<file path="src/hdl/dlr_pkg.sv">
// shared widths, types and command codes of the dda line rasterizer
package dlr_pkg;

	localparam int COORD_BITS = 10;
	localparam int FRAC_BITS  = 16;
	localparam int ACC_BITS   = COORD_BITS + FRAC_BITS + 1;
	localparam int INC_BITS   = FRAC_BITS + 2;
	localparam int CNT_BITS   = COORD_BITS + 1;
	localparam int QUO_BITS   = FRAC_BITS + 1;
	localparam int STEP_BITS  = $clog2(QUO_BITS);

	typedef logic [COORD_BITS-1:0] coord_t;
	typedef logic [CNT_BITS-1:0]   cnt_t;
	typedef logic [CNT_BITS-1:0]   rem_t;
	typedef logic [QUO_BITS-1:0]   quo_t;
	typedef logic [INC_BITS-1:0]   inc_t;
	typedef logic [ACC_BITS-1:0]   acc_t;
	typedef logic [STEP_BITS-1:0]  step_t;

	typedef enum logic {
		FUNC_LOAD = 1'b0,
		FUNC_STEP = 1'b1
	} func_t;

endpackage

</file>
<file path="src/hdl/dlr_if.sv">
// request and pixel channel interfaces of the dda line rasterizer
interface dlr_cmd_if;
	logic                valid;
	logic                ready;
	logic                func;
	dlr_pkg::coord_t     x_start;
	dlr_pkg::coord_t     y_start;
	dlr_pkg::coord_t     x_end;
	dlr_pkg::coord_t     y_end;

	modport source (output valid, func, x_start, y_start, x_end, y_end, input ready);
	modport sink (input valid, func, x_start, y_start, x_end, y_end, output ready);
endinterface

interface dlr_pix_if;
	logic                valid;
	logic                ready;
	dlr_pkg::coord_t     pixel_x;
	dlr_pkg::coord_t     pixel_y;
	logic                last_pixel;

	modport source (output valid, pixel_x, pixel_y, last_pixel, input ready);
	modport sink (input valid, pixel_x, pixel_y, last_pixel, output ready);
endinterface

</file>
<file path="src/hdl/dda_line_rasterizer_core.sv">
// dda line rasterizer: serial increment divider, accumulators and pixel output register
//
// Channels: cmd (sink) takes requests, pix (source) gives pixels; valid/ready on both.
// A load request (func 0) carries both endpoints. Its increments dx/len and dy/len are
// found by a restoring divider that yields one quotient bit per cycle for each axis, so
// a load keeps cmd.ready low from when it is taken until the divide is done.
// A step request (func 1) gives one pixel, registered: it shows on pix in the cycle after
// the request is taken; a step with no line pending gives nothing. Steps run one per
// cycle while no divide runs and pix is not stalled, with a single accumulator add per axis.
// cmd.ready is high when the divider is idle and the pixel register is empty or being
// emptied in that cycle, so a stalled pix channel holds one pixel and back-pressures cmd.
// A load with a zero-length line leaves no line pending and starts no divide.
// Reset (arst_n low) clears the accumulators, increments and pending pixel count and
// empties the pixel register.
module dda_line_rasterizer_core (
	input  logic            clk,
	input  logic            arst_n,
	dlr_cmd_if.sink         cmd,
	dlr_pix_if.source       pix
);

	localparam int C = dlr_pkg::COORD_BITS;
	localparam int F = dlr_pkg::FRAC_BITS;
	localparam dlr_pkg::step_t STEP_LAST = dlr_pkg::step_t'(F);

	typedef enum logic {
		ST_IDLE,
		ST_DIV
	} state_t;

	state_t           state_q;
	dlr_pkg::step_t   step_q;
	dlr_pkg::coord_t  len_q;
	dlr_pkg::rem_t    rem_q [2];
	dlr_pkg::quo_t    quo_q [2];
	logic             neg_q [2];
	dlr_pkg::inc_t    inc_q [2];
	dlr_pkg::acc_t    acc_q [2];
	dlr_pkg::cnt_t    pixels_left_q;
	logic             pix_valid_q;
	dlr_pkg::coord_t  pixel_x_q;
	dlr_pkg::coord_t  pixel_y_q;
	logic             last_pixel_q;

	logic             cmd_acc;
	logic             ld_acc;
	logic             st_acc;
	dlr_pkg::coord_t  dx;
	dlr_pkg::coord_t  dy;
	dlr_pkg::coord_t  len_d;
	dlr_pkg::rem_t    rsh [2];
	logic             qbit [2];
	dlr_pkg::rem_t    rem_d [2];
	dlr_pkg::quo_t    quo_d [2];
	dlr_pkg::inc_t    mag [2];
	dlr_pkg::inc_t    inc_d [2];
	dlr_pkg::acc_t    acc_nxt [2];

	// handshake
	assign cmd.ready = (state_q == ST_IDLE) && (!pix_valid_q || pix.ready);
	assign cmd_acc   = cmd.valid && cmd.ready;
	assign ld_acc    = cmd_acc && (cmd.func == dlr_pkg::FUNC_LOAD);
	assign st_acc    = cmd_acc && (cmd.func == dlr_pkg::FUNC_STEP) && (pixels_left_q != '0);

	// line length as the larger axis distance
	always_comb begin
		dx    = (cmd.x_start >= cmd.x_end) ? cmd.x_start - cmd.x_end : cmd.x_end - cmd.x_start;
		dy    = (cmd.y_start >= cmd.y_end) ? cmd.y_start - cmd.y_end : cmd.y_end - cmd.y_start;
		len_d = (dx > dy) ? dx : dy;
	end

	// one restoring divide step per axis, and the signed increment from the final quotient
	always_comb begin
		for (int i = 0; i < 2; i++) begin
			rsh[i]   = (step_q == '0) ? rem_q[i] : {rem_q[i][C-1:0], 1'b0};
			qbit[i]  = rsh[i] >= {1'b0, len_q};
			rem_d[i] = qbit[i] ? rsh[i] - {1'b0, len_q} : rsh[i];
			quo_d[i] = {quo_q[i][F-1:0], qbit[i]};
			mag[i]   = {1'b0, quo_d[i]};
			inc_d[i] = neg_q[i] ? (~mag[i]) + dlr_pkg::inc_t'(1) : mag[i];
		end
	end

	// accumulator step, increment sign-extended
	always_comb begin
		for (int i = 0; i < 2; i++) begin
			acc_nxt[i] = acc_q[i] + {{(dlr_pkg::ACC_BITS-dlr_pkg::INC_BITS){inc_q[i][dlr_pkg::INC_BITS-1]}},
				inc_q[i]};
		end
	end

	// sequencer, divider, accumulators and pixel register
	always_ff @(posedge clk or negedge arst_n) begin
		if (!arst_n) begin
			state_q       <= ST_IDLE;
			step_q        <= '0;
			len_q         <= '0;
			pixels_left_q <= '0;
			pix_valid_q   <= 1'b0;
			pixel_x_q     <= '0;
			pixel_y_q     <= '0;
			last_pixel_q  <= 1'b0;
			for (int i = 0; i < 2; i++) begin
				rem_q[i] <= '0;
				quo_q[i] <= '0;
				neg_q[i] <= 1'b0;
				inc_q[i] <= '0;
				acc_q[i] <= '0;
			end
		end else begin
			// pixel register drains when taken and not refilled
			if (pix.ready && !st_acc) begin
				pix_valid_q <= 1'b0;
			end
			unique case (state_q)
				ST_IDLE: begin
					if (ld_acc) begin
						pixels_left_q <= '0;
						if (len_d != '0) begin
							state_q  <= ST_DIV;
							step_q   <= '0;
							len_q    <= len_d;
							rem_q[0] <= {1'b0, dx};
							rem_q[1] <= {1'b0, dy};
							neg_q[0] <= cmd.x_end < cmd.x_start;
							neg_q[1] <= cmd.y_end < cmd.y_start;
							acc_q[0] <= {1'b0, cmd.x_start, 1'b1, {(F-1){1'b0}}};
							acc_q[1] <= {1'b0, cmd.y_start, 1'b1, {(F-1){1'b0}}};
						end
					end else if (st_acc) begin
						pix_valid_q   <= 1'b1;
						pixel_x_q     <= acc_q[0][F +: C];
						pixel_y_q     <= acc_q[1][F +: C];
						last_pixel_q  <= pixels_left_q == dlr_pkg::cnt_t'(1);
						acc_q[0]      <= acc_nxt[0];
						acc_q[1]      <= acc_nxt[1];
						pixels_left_q <= pixels_left_q - dlr_pkg::cnt_t'(1);
					end
				end
				ST_DIV: begin
					for (int i = 0; i < 2; i++) begin
						rem_q[i] <= rem_d[i];
						quo_q[i] <= quo_d[i];
					end
					if (step_q == STEP_LAST) begin
						state_q       <= ST_IDLE;
						inc_q[0]      <= inc_d[0];
						inc_q[1]      <= inc_d[1];
						pixels_left_q <= {1'b0, len_q};
					end else begin
						step_q <= step_q + dlr_pkg::step_t'(1);
					end
				end
				default: begin
					state_q <= ST_IDLE;
				end
			endcase
		end
	end

	assign pix.valid      = pix_valid_q;
	assign pix.pixel_x    = pixel_x_q;
	assign pix.pixel_y    = pixel_y_q;
	assign pix.last_pixel = last_pixel_q;

	// a load of a real line starts the divider
	a_load_starts_div: assert property (@(posedge clk) disable iff (!arst_n)
		(ld_acc && (len_d != '0)) |=> (state_q == ST_DIV))
		else $error("load did not start divide");

	// a fresh pixel only follows a step request
	a_pix_from_step: assert property (@(posedge clk) disable iff (!arst_n)
		(pix_valid_q && !$past(pix_valid_q)) |-> $past(st_acc))
		else $error("pixel without step request");

	// the final pixel empties the line
	a_last_clears: assert property (@(posedge clk) disable iff (!arst_n)
		(st_acc && (pixels_left_q == dlr_pkg::cnt_t'(1))) |=>
		((pixels_left_q == '0) && last_pixel_q && pix_valid_q))
		else $error("last pixel did not end line");

	// divider step count stays in range and no request is taken meanwhile
	a_div_bounded: assert property (@(posedge clk) disable iff (!arst_n)
		(state_q == ST_DIV) |-> ((step_q <= STEP_LAST) && !cmd_acc))
		else $error("divider out of range");

endmodule
</file>
<file path="src/flat_wrapper.sv">
// flat-port wrapper written by rule: the top's interface ports become plain ports
module dda_line_rasterizer_core_flat 
  (clk, arst_n, cmd_valid, cmd_func, cmd_x_start, cmd_y_start, cmd_x_end, cmd_y_end, cmd_ready, pix_valid, pix_pixel_x, pix_pixel_y, pix_last_pixel, pix_ready);
  dlr_cmd_if cmd_i ();
  dlr_pix_if pix_i ();
  input  logic clk;
  input  logic arst_n;
  input wire logic [$bits(cmd_i.valid)-1:0] cmd_valid;
  input wire logic [$bits(cmd_i.func)-1:0] cmd_func;
  input wire logic [$bits(cmd_i.x_start)-1:0] cmd_x_start;
  input wire logic [$bits(cmd_i.y_start)-1:0] cmd_y_start;
  input wire logic [$bits(cmd_i.x_end)-1:0] cmd_x_end;
  input wire logic [$bits(cmd_i.y_end)-1:0] cmd_y_end;
  output wire logic [$bits(cmd_i.ready)-1:0] cmd_ready;
  output wire logic [$bits(pix_i.valid)-1:0] pix_valid;
  output wire logic [$bits(pix_i.pixel_x)-1:0] pix_pixel_x;
  output wire logic [$bits(pix_i.pixel_y)-1:0] pix_pixel_y;
  output wire logic [$bits(pix_i.last_pixel)-1:0] pix_last_pixel;
  input wire logic [$bits(pix_i.ready)-1:0] pix_ready;
  assign cmd_i.valid = cmd_valid;
  assign cmd_i.func = cmd_func;
  assign cmd_i.x_start = cmd_x_start;
  assign cmd_i.y_start = cmd_y_start;
  assign cmd_i.x_end = cmd_x_end;
  assign cmd_i.y_end = cmd_y_end;
  assign cmd_ready = cmd_i.ready;
  assign pix_valid = pix_i.valid;
  assign pix_pixel_x = pix_i.pixel_x;
  assign pix_pixel_y = pix_i.pixel_y;
  assign pix_last_pixel = pix_i.last_pixel;
  assign pix_i.ready = pix_ready;
  dda_line_rasterizer_core u_core (.clk(clk), .arst_n(arst_n), .cmd(cmd_i), .pix(pix_i));
endmodule
</file>
<file path="config.mk">
export PLATFORM = sky130hd
export DESIGN_NAME = dda_line_rasterizer_core_flat
export DESIGN_NICKNAME = d
export VERILOG_FILES = /design/src/hdl/dlr_pkg.sv /design/src/hdl/dlr_if.sv /design/src/hdl/dda_line_rasterizer_core.sv /design/src/flat_wrapper.sv
export SDC_FILE = /design/constraint.sdc
export NUM_CORES = 1
export LEC_CHECK = 0
export BUFFER_PORTS_ARGS = -buffer_cell sky130_fd_sc_hd__buf_2
export CAP_MARGIN = 20
export CELL_PAD_IN_SITES_DETAIL_PLACEMENT = 1
export CELL_PAD_IN_SITES_GLOBAL_PLACEMENT = 2
export CORE_MARGIN = 10
export CORE_UTILIZATION = 35
export DETAILED_ROUTE_END_ITERATION = 10
export GPL_TIMING_DRIVEN = 0
export PLACE_DENSITY = 0.78
export SETUP_SLACK_MARGIN = 0.15
export SYNTH_ARGS = -nofsm -noshare
export SYNTH_HDL_FRONTEND = slang
export SYNTH_SLANG_ARGS = --single-unit
</file>
<file path="constraint.sdc">
create_clock -name clk -period 4.8 [get_ports clk]
set_input_delay 0.24 -clock clk [delete_from_list [all_inputs] [get_ports clk]]
set_output_delay 0.24 -clock clk [all_outputs]
set_load 0.05 [all_outputs]
</file>
==> results of run 1 <==
==> cell usage after synthesis, types with 5 or more instances <==
| library cell | instances | area [sq um] |
|---|---|---|
| and2_1 | 16 | 100 |
| xnor2_1 | 41 | 359 |
| mux2i_1 | 13 | 130 |
| or4_1 | 6 | 45.0 |
| and3_1 | 13 | 81.3 |
| nor2b_1 | 14 | 87.6 |
| xor2_1 | 50 | 438 |
| o41ai_1 | 8 | 70.1 |
| mux2_2 | 49 | 552 |
| a221oi_1 | 7 | 61.3 |
| o21ai_0 | 157 | 786 |
| fa_1 | 8 | 160 |
| mux2_4 | 9 | 135 |
| nor3_1 | 27 | 135 |
| nand2_1 | 235 | 882 |
| nand3b_1 | 5 | 37.5 |
| a22oi_1 | 10 | 75.1 |
| ha_1 | 126 | 1580 |
| o211ai_1 | 13 | 97.6 |
| o21bai_1 | 16 | 120 |
| a2111oi_0 | 5 | 43.8 |
| nand2b_1 | 22 | 138 |
| a31oi_1 | 9 | 56.3 |
| clkbuf_1 | 58 | 218 |
| or2_2 | 7 | 43.8 |
| nor4_1 | 9 | 56.3 |
| o221ai_1 | 8 | 70.1 |
| dfrtp_1 | 193 | 4830 |
| o22ai_1 | 33 | 206 |
| a21o_1 | 32 | 240 |
| or3_1 | 15 | 93.8 |
| a21oi_1 | 113 | 566 |
| inv_1 | 113 | 424 |
| nor2_1 | 100 | 375 |
| buf_1 | 5 | 18.8 |
| o211a_1 | 5 | 50.1 |
| o31ai_1 | 12 | 90.1 |
| nand3_1 | 32 | 160 |
| o21a_1 | 16 | 120 |
| a211oi_1 | 26 | 195 |
| nand4_1 | 15 | 93.8 |
==> where the power goes <==
part	switching, mW	internal, mW	total, mW
clock network	0.716	0.734	1.45
registers	0.793	2.42	3.22
logic	5.64	4.47	10.1
total	7.15	7.63	14.8
==> flip-flops by register name, indices dropped and copies added, names as in the netlist <==
name and cells:
u_core.rem_q 22, u_core.pix.pixel_y 10, u_core.pix.pixel_x 10, u_core.len_q 10, u_core.pix.last_pixel 1, u_core.inc_q 36, u_core.pixels_left_q 11, u_core.mag 32
u_core.acc_q 52, u_core.neg_q 2, u_core.state_q 1, u_core.step_q 5, u_core.pix.valid 1
==> what timing repair did <==
item,4_1_cts,5_1_grt
hold buffers,1,0
cloned,3,5
resized for setup,159,217
endpoints found under the hold margin,79,0
buffers inserted,58,61
pin swaps,49,81
endpoints found under the setup margin,130,104
==> metrics by stage <==
step	power (mW)	hold slack [ns]	util
floorplan	9.27	-0.0556	-
global placement	11.3	0.456	0.383
detailed placement	11.6	0.272	0.384
CTS	13.6	0.0424	0.426
global route	16.0	0.0582	0.463
finish	14.8	0.0573	0.463
==> kinds of logic after synthesis <==
kind of cell / count (synthesis) / synth area share
DFF: 193 / 0.327
and+or+nand+nor: 535 / 0.170
buffers and inverters: 185 / 0.0495
adders and majority gates: 134 / 0.118
muxes: 71 / 0.0553
AOI/OAI and AO/OA: 522 / 0.227
xor gates and xnor gates: 91 / 0.0540
==> worst reg2reg max path, cell delays in order (launching register included) <==
cell and delay (ns):
dfrtp_1 0.39, inv_1 0.09, ha_2 0.19, nor4b_4 0.29, clkbuf_8 0.22, buf_4 0.11, buf_4 0.11, mux2_2 0.34
ha_1 0.33, or3_1 0.35, o21ai_0 0.14, a21oi_4 0.06, a211o_1 0.34, buf_12 0.17, inv_8 0.10, buf_12 0.14
ha_4 0.15, nand2_4 0.06, o31ai_4 0.28, buf_4 0.17, nand2_2 0.06, xnor2_2 0.15, o21ai_1 0.07
==> final timing paths <==
check / from / slack, ns / cells past startpoint / endpoint
max: cmd_y_start[0] / -0.05 / 23 / u_core.acc_q[48]$_DFFE_PN0P_
min: pix_ready / 0.06 / 3 / u_core.pix.valid$_DFF_PN0_
max reg2reg: u_core.step_q[0]$_DFFE_PN0P_ / 0.37 / 22 / u_core.inc_q[12]$_DFFE_PN0P_
min reg2reg: u_core.pix.pixel_y[2]$_DFFE_PN0P_ / 0.47 / 2 / u_core.pix.pixel_y[2]$_DFFE_PN0P_
max in group asynchronous: arst_n / 3.42 / 3 / u_core.mag[9]$_DFFE_PN0P_
min in group asynchronous: arst_n / 0.33 / 2 / u_core.acc_q[49]$_DFFE_PN0P_
==> per-layer routing <==
| metal | track usage | wire length [um] |
|---|---|---|
| met1 | 0.284 | 26300 |
| met2 | 0.365 | 27700 |
| met3 | 0.0271 | 1810 |
| met4 | 0.0534 | 1200 |
| met5 | 0 | 0 |
==> final cells by class <==
class / instances / area, sq um / area share
plain buffers: 71 / 604 / 0.0312
clock inverters: 14 / 130 / 0.00672
repair buffers: 197 / 1580 / 0.0814
multi-input cells: 1353 / 10700 / 0.550
well taps: 539 / 674 / 0.0348
clock buffers: 18 / 439 / 0.0227
inverters: 114 / 454 / 0.0235
flip-flops and latches: 193 / 4830 / 0.249
==> flow_metrics.tcl, run 1 <==
set metrics [dict create \
    yosysSeqAreaShare 0.327 \
    cts_buffer_depth 2 \
    h-tree-depth 4 \
    grt_pass1_wl_um 85300 \
    pin_count 68 \
    slew_headroom 0.205 \
    layout_min_cycle_time_ns 4.85 \
    ys_types 83 \
    grt_pass1_vias 14600 \
    synth_cells 1731 \
    synth_edf_count 0 \
    crit_required_ns 5.16 \
    power_density_nw_per_um2 763 \
    ir_drop_uv 679 \
    fmax_mhz 206 \
    worst_path_dominant_cell_family "simple AND/OR/NAND/NOR gates" \
    cp_slowest_stage_delay_ns 0.54 \
    dp_cells 2339 \
    vias_per_cell 5.70 \
    path_buf_inv 6 \
    ys_async_sr_fraction 1.00 \
    clk_pin_slew_ns 0.08 \
    fin_cells 2499 \
    insertion_delay_ns 0.48 \
    yosys_warnings 0 \
    synth_ff_type "dfrtp_1" \
    fin_setup_tns_ns -0.381 \
    crit_path_top_delay_cell "or4_4" \
    finClkSkew_ns 0.0169 \
    gp_congestion 0.905 \
    drv_slew 0 \
    finalCritPeriodShare 1.01 \
    grt_max_degree 115 \
    cpMostUsedCell "buf_12" \
    root_buffer "clkbuf_16" \
    syn_to_final_growth_pct 31.1 \
    fill_cells 4821 \
    crit_path_max_fanout 5 \
    hpwl_um 40900 \
    cts_tree "yes" \
    hold_class "input port to register" \
    cts.sinks 193 \
    grt_antenna_before_repair 1 \
    violations "negative setup slack" \
    drc 0 \
    dr.pass1.iters 5 \
    synth_area_per_cell_sq_um 8.53 \
    worst_setup_path_end_kind "register" \
    drtAntennaViolNets 0 \
    via_count 14200 \
    grt_usage 0.215 \
    die_y_um 225 \
    n_antenna_cell 0 \
    mostFrequentLayoutCell "nand2_1" \
    place_area_sq_um 16100 \
    max-cap-violations 0 \
    pre_cts_ws_ns -2.09 \
    fin_ws_ns -0.0463 \
    status "finished, violations left" \
    synth-seq-cells 193 \
    grt_setup_unrepaired "yes" \
    worst-slew-pin-transition_ns 1.19 \
    finalHoldViolCount 0 \
    mostFrequentLayoutCells "226 x nand2_1, 193 x dfrtp_1, 136 x o21ai_0, 100 x inv_1, 99 x ha_1" \
    path_cells "buf_12, inv_12, ha_4, inv_2, fa_2, a31o_4, a31o_4, clkbuf_16, or4_4, nand4_1, ha_4, nand4_1, nor4_4, o31ai_1, a32o_2, a2111o_1, o22ai_4, o21ai_4, or4_4, buf_12, nand2_8, buf_12, mux2_4" \
    globalRouteOverflowTotal 0 \
    final_nets 2126 \
    critPathKind "input port to register" \
    syn-num-nets 1910 \
    cts_made_buffers 17 \
    drive_gt1_frac 0.271 \
    netlist_area_sq_um 14800 \
    coreArea_sq_um 41900 \
    drt-total-wl_um 57000 \
    wl_per_cell_um 22.8 \
    dieArea_sq_um 50800 \
    cp.arrival_ns 5.20 \
    final_area_sq_um 19400 \
    start_util 0.353 \
    finalSetupViolCount 12 \
    leakage_nw 8.72 \
    chipWidth_um 225 \
    portBuffers 67 \
    cp-start-kind "input port" \
    rows 75 \
    drt_iter0_markers 895 \
]
Note: power is estimated with default switching activity, not from simulation.
==> run 2: changes to the inputs <==
- BUFFER_PORTS_ARGS: -buffer_cell sky130_fd_sc_hd__buf_2 -> -buffer_cell sky130_fd_sc_hd__buf_4
- SKIP_LAST_GASP: not set -> 1
- SLEW_MARGIN: not set -> 40
==> run 2 against run 1 <==
Effect of this change: the flow still finishes with violations (negative setup slack); cell count down 1.1%; design area is 2.4% lower; clock skew decreased by 0.0041 ns; first-iteration DRC count decreased by 21%; critical endpoint is now u_core.acc_q[49]$_DFFE_PN0P_; largest cell class unchanged.
==> flow_metrics.tcl, run 2 (same netlist as run 1, synthesis figures left out) <==
set metrics [dict create \
    fmax_mhz 207 \
    max-cap-violations 0 \
    worst_setup_path_end_kind "register" \
    rows 75 \
    wl_per_cell_um 22.4 \
    n_antenna_cell 0 \
    grt_usage 0.213 \
    endpoint "u_core.acc_q[49]$_DFFE_PN0P_" \
    via_count 14000 \
    drc 0 \
    h-tree-depth 4 \
    largest_reg_flops 52 \
    reg2regPathDepth 18 \
    crit_path_max_fanout 5 \
    layout_min_cycle_time_ns 4.83 \
    r2r-start "u_core.step_q[0]$_DFFE_PN0P_" \
    insertion_delay_ns 0.47 \
    cp.arrival_ns 5.18 \
    pin_count 68 \
    cp_slowest_stage_delay_ns 0.53 \
    drv_slew 0 \
    globalRouteOverflowTotal 0 \
    grt_max_degree 70 \
    leakage_nw 8.57 \
    grt_antenna_before_repair 1 \
    coreArea_sq_um 41900 \
    reg2reg_slack_ns 0.35 \
    worst-slew-pin-transition_ns 0.880 \
    largest-register "u_core.acc_q" \
    grt_pass1_wl_um 84500 \
    dr.pass1.iters 4 \
    fin_ws_ns -0.0322 \
    finalSetupViolCount 8 \
    critPathKind "input port to register" \
    dp_cells 2340 \
    cts.sinks 193 \
    drt-total-wl_um 55400 \
    holdWs_ns 0.0828 \
    syn_to_final_growth_pct 28.0 \
    clk_pin_slew_ns 0.07 \
    dieArea_sq_um 50800 \
    cts_tree "yes" \
    gp_congestion 0.898 \
    cp-start-kind "input port" \
    grt_setup_unrepaired "yes" \
    finClkSkew_ns 0.0128 \
    cts_made_buffers 17 \
    crit_path_top_delay_cell "or4_4" \
    hpwl_um 41200 \
    slew_headroom 0.413 \
    cts_buffer_depth 2 \
    fin_setup_tns_ns -0.184 \
    die_y_um 225 \
    portBuffers 67 \
    final_nets 2098 \
    drive_gt1_frac 0.233 \
    chipWidth_um 225 \
    power_density_nw_per_um2 768 \
    violations "negative setup slack" \
    drt_iter0_markers 704 \
    vias_per_cell 5.65 \
    mostFrequentLayoutCells "228 x nand2_1, 193 x dfrtp_1, 145 x buf_4, 138 x o21ai_0" \
    pre_cts_ws_ns -1.97 \
    start_util 0.353 \
    drtAntennaViolNets 0 \
    hold_class "input port to register" \
    ir_drop_uv 780 \
    status "finished, violations left" \
    final_util 0.452 \
    worstSetupStartpoint "cmd_y_start[0]" \
    finalCritPeriodShare 1.01 \
    fin_cells 2471 \
    grt_pass1_vias 14400 \
    finalHoldViolCount 0 \
    mostFrequentLayoutCell "nand2_1" \
    crit_required_ns 5.14 \
    root_buffer "clkbuf_16" \
    rr_endpoint "u_core.inc_q[31]$_DFFE_PN0P_" \
    fill_cells 4825 \
]
run 2: changes by cell type in the layout (fill, tap and decap cells not counted), moves of 10 or more:
| cell | before | now |
|---|---|---|
| buf_2 | 64 | 1 |
| o22ai_1 | 7 | 29 |
| o22ai_2 | 21 | 2 |
| ha_4 | 23 | 13 |
| buf_6 | 30 | 15 |
| buf_4 | 98 | 145 |
| o21ai_2 | 18 | 8 |
run 2: worst max-delay path, delay by kind of cell:
kind / cells / cell delay, ns
compound gates: 5 / 1.19
buf+inv: 9 / 1.00
fa+ha+maj: 3 / 0.76
simple gates: 8 / 1.64
mux: 1 / 0.29
run 2: cell type report:
cell class	count	area, sq um	area share
plain buffers	70	567	0.0300
inverters	114	455	0.0241
repair buffers	169	1500	0.0794
well taps	539	674	0.0357
multi-input cells	1354	10200	0.541
clock inverters	13	209	0.0111
clock buffers	19	443	0.0234
flip-flops and latches	193	4830	0.255
run 2: worst min-delay path by stage:
stage | start | endpoint | slack (ns) | cells past startpoint
finish | pix_ready | u_core.pix.valid$_DFF_PN0_ | 0.08 | 3
global route | pix_ready | u_core.pix.valid$_DFF_PN0_ | 0.06 | 3
CTS | pix_ready | u_core.pix.valid$_DFF_PN0_ | 0.06 | 3
detailed placement | arst_n | u_core.pix.pixel_x[4]$_DFFE_PN0P_ | 0.22 | 1
global placement | u_core.pix.pixel_x[7]$_DFFE_PN0P_ | u_core.pix.pixel_x[7]$_DFFE_PN0P_ | 0.46 | 2
floorplan | arst_n | u_core.acc_q[0]$_DFFE_PN0P_ | -0.06 | 0
run 2: timing repair:
action	CTS	global route
setup buffers	55	37
hold buffers	1	0
pin swaps	53	53
cloned	5	3
resized for setup	156	113
hold endpoints to repair	62	0
setup endpoints to repair	130	106
run 2: layer usage:
layer | vias to the layer above | share of wire | track usage
li1 | 6586 | - | -
met1 | 7091 | 0.46 | 0.282
met2 | 229 | 0.49 | 0.363
met3 | 61 | 0.031 | 0.0256
met4 | 0 | 0.018 | 0.0512
met5 | - | 0 | 0
run 2: where the power goes:
part | leakage (nW) | internal (mW) | switching (mW)
logic | 5.93 | 4.28 | 5.42
clock network | 0.298 | 0.939 | 0.683
registers | 2.35 | 2.42 | 0.779
total | 8.57 | 7.64 | 6.88
run 2: through the flow:
| stage | cell area, sq um | total power, mW |
|---|---|---|
| 2_1_floorplan | 15000 | 9.27 |
| 3_3_place_gp | 16200 | 11.4 |
| 3_5_place_dp | 16300 | 11.7 |
| 4_1_cts | 18100 | 14.0 |
| 5_1_grt | 18900 | 15.7 |
| 6_report | 18900 | 14.5 |
==> run 3: changes to the inputs <==
--- a/config.mk
+++ b/config.mk
@@ -7,2 +7,3 @@
 export LEC_CHECK = 0
+export ABC_CLOCK_PERIOD_IN_PS = 4800
 export BUFFER_PORTS_ARGS = -buffer_cell sky130_fd_sc_hd__buf_4
==> constraint.sdc (replaced) <==
create_clock -name clk -period 4.8 [get_ports clk]
set_input_delay 0.72 -clock clk [delete_from_list [all_inputs] [get_ports clk]]
set_output_delay 0.72 -clock clk [all_outputs]
set_load 0.05 [all_outputs]
==> run 3 against run 2 <==
Effect of this change: the flow still finishes with violations (negative setup slack); sequential power about the same; critical path type unchanged; global-route usage up 0.30 points; worst hold slack better by 0.067 ns; clock-buffer cell count down 1; sequential share of layout area down 0.90 points; register-to-register slack worse by 0.05 ns; setup slack worse by 0.73 ns; cell count up 1.7%; core utilization up 1.7 points.
==> flow_metrics.tcl, run 3 (same netlist as run 1, synthesis figures left out) <==
set metrics [dict create \
    status "finished, violations left" \
    violations "negative setup slack" \
    grt_antenna_before_repair 1 \
    dieArea_sq_um 50800 \
    met3_usage 0.0321 \
    grt_pass1_wl_um 85000 \
    finalCritPeriodShare 1.16 \
    grtUsageMet2 0.366 \
    clk_pin_slew_ns 0.08 \
    reg2regPathDepth 26 \
    largest_reg_flops 52 \
    mostFrequentLayoutCells "225 x nand2_1, 193 x dfrtp_1, 160 x buf_4, 134 x o21ai_0, 108 x ha_1" \
    coreArea_sq_um 41900 \
    grt_pass1_vias 14700 \
    met1_usage 0.276 \
    fin_ws_ns -0.767 \
    final_nets 2141 \
    cp_slowest_stage_delay_ns 0.37 \
    grt_max_degree 55 \
    start_util 0.353 \
    critPathKind "input port to register" \
    rr_endpoint "u_core.inc_q[28]$_DFFE_PN0P_" \
    drc 0 \
    power_density_nw_per_um2 768 \
    via_count 14200 \
    layout_min_cycle_time_ns 5.57 \
    final_area_sq_um 19600 \
    ir_drop_uv 616 \
    root_buffer "clkbuf_16" \
    postCtsHoldBufs 0 \
    r2r-start "u_core.step_q[0]$_DFFE_PN0P_" \
    portBuffers 67 \
    dp_cells 2341 \
    leakage_nw 8.92 \
    slew_headroom 0.330 \
    syn_to_final_growth_pct 32.7 \
    pin_count 68 \
    insertion_delay_ns 0.46 \
    cts.sinks 193 \
    gp_congestion 0.899 \
    cp-start-kind "input port" \
    crit_path_top_delay_cell "fa_2" \
    mostFrequentLayoutCell "nand2_1" \
    crit_path_max_fanout 6 \
    grt_setup_unrepaired "yes" \
    grt_usage 0.216 \
    cpMostUsedCell "buf_4" \
    dr.pass1.iters 5 \
    drtAntennaViolNets 0 \
    worst_setup_path_end_kind "register" \
    largest-register "u_core.acc_q" \
    globalRouteOverflowTotal 0 \
    hold_class "input port to async pin" \
    place_area_sq_um 16400 \
    cts_buffer_depth 2 \
    fin_total_pwr_mw 15.0 \
    finClkSkew_ns 0.0171 \
    pre_cts_ws_ns -2.02 \
    fill_cells 4812 \
    multi_input_area_sq_um 10500 \
    n_antenna_cell 0 \
    finalHoldViolCount 0 \
    cts_made_buffers 17 \
    rows 75 \
    drt_iter0_markers 873 \
    finalSetupViolCount 92 \
    worst-slew-pin-transition_ns 1.00 \
    hpwl_um 40800 \
    fin_cells 2514 \
    h-tree-depth 4 \
    die_y_um 225 \
    drv_slew 0 \
    drt-total-wl_um 57300 \
    cts_tree "yes" \
    chipWidth_um 225 \
    vias_per_cell 5.65 \
    crit_required_ns 5.12 \
    reg2reg_slack_ns 0.30 \
    max-cap-violations 0 \
    wl_per_cell_um 22.8 \
    ff_latch_area_sq_um 4830 \
    fmax_mhz 180 \
    busiest_layer "met2" \
    cp.arrival_ns 5.89 \
    drive_gt1_frac 0.268 \
]
[run 3: changes by cell type in the layout (fill, tap and decap cells not counted), moves of 4 or more]
cell / previous run / this run
o22ai_1: 29 / 7
a211oi_2: 4 / 8
o21ai_0: 138 / 134
buf_4: 145 / 160
o21ai_2: 8 / 13
buf_6: 15 / 36
a21oi_2: 13 / 9
clkinv_2: 1 / 5
o22ai_2: 2 / 24
clkbuf_16: 23 / 27
[run 3: worst max-delay path by stage]
stage / startpoint / endpoint / slack (ns) / cells after the start
after global placement: cmd_x_start[0] / u_core.step_q[3]$_DFFE_PN0P_ / -2.21 / 23
after CTS: cmd_y_start[0] / u_core.acc_q[47]$_DFFE_PN0P_ / -0.41 / 24
after global routing: cmd_y_start[0] / u_core.len_q[7]$_DFFE_PN0P_ / -0.83 / 32
after floorplan: cmd_y_start[0] / u_core.acc_q[16]$_DFFE_PN0P_ / -0.53 / 23
final: cmd_y_start[0] / u_core.len_q[7]$_DFFE_PN0P_ / -0.77 / 32
after detailed placement: cmd_x_start[0] / u_core.rem_q[6]$_DFFE_PN0P_ / -2.02 / 22
[run 3: where the power goes]
part           internal (mW)  switching [mW]  leakage (nW)
clock                  0.818           0.683         0.282
sequential              2.42           0.796          2.35
combinational           4.64            5.69          6.29
[run 3: per-stage QoR]
stage	TNS (ns)	hold WS [ns]	utilization
6_report	-52.68	0.150	0.468
5_1_grt	-59.25	0.157	0.468
4_1_cts	-27.84	0.152	0.441
3_5_place_dp	-197.39	0.469	0.391
3_3_place_gp	-206.78	0.463	0.388
2_1_floorplan	-19.10	0.424	-
[run 3: metal layers]
layer,routed length (um),vias up,part of all wire
met5,0,-,0
met1,25500,7147,0.45
met3,2330,88,0.041
met4,1660,0,0.029
met2,27800,301,0.48
li1,-,6674,-
[run 3: final cells by class]
class | count | share of cell area
Buffer | 70 | 0.0308
Clock buffer | 18 | 0.0219
Clock inverter | 14 | 0.00830
Inverter | 114 | 0.0234
Multi-Input combinational cell | 1353 | 0.534
Sequential cell | 193 | 0.246
Tap cell | 539 | 0.0344
Timing Repair Buffer | 213 | 0.101
[run 3: critical path, delay by kind of cell]
| family | cells | cell delay [ns] |
|---|---|---|
| AOI/OAI and AO/OA | 5 | 0.98 |
| and+or+nand+nor | 7 | 1.44 |
| buffers and inverters | 17 | 1.95 |
| adders and majority gates | 3 | 0.78 |
[run 3: timing repair]
action                     4_1_cts  5_1_grt
gates cloned                     5        4
setup endpoints to repair      130      105
pin swaps                       54       63
buffers inserted                85       48
gates resized for setup        181      154
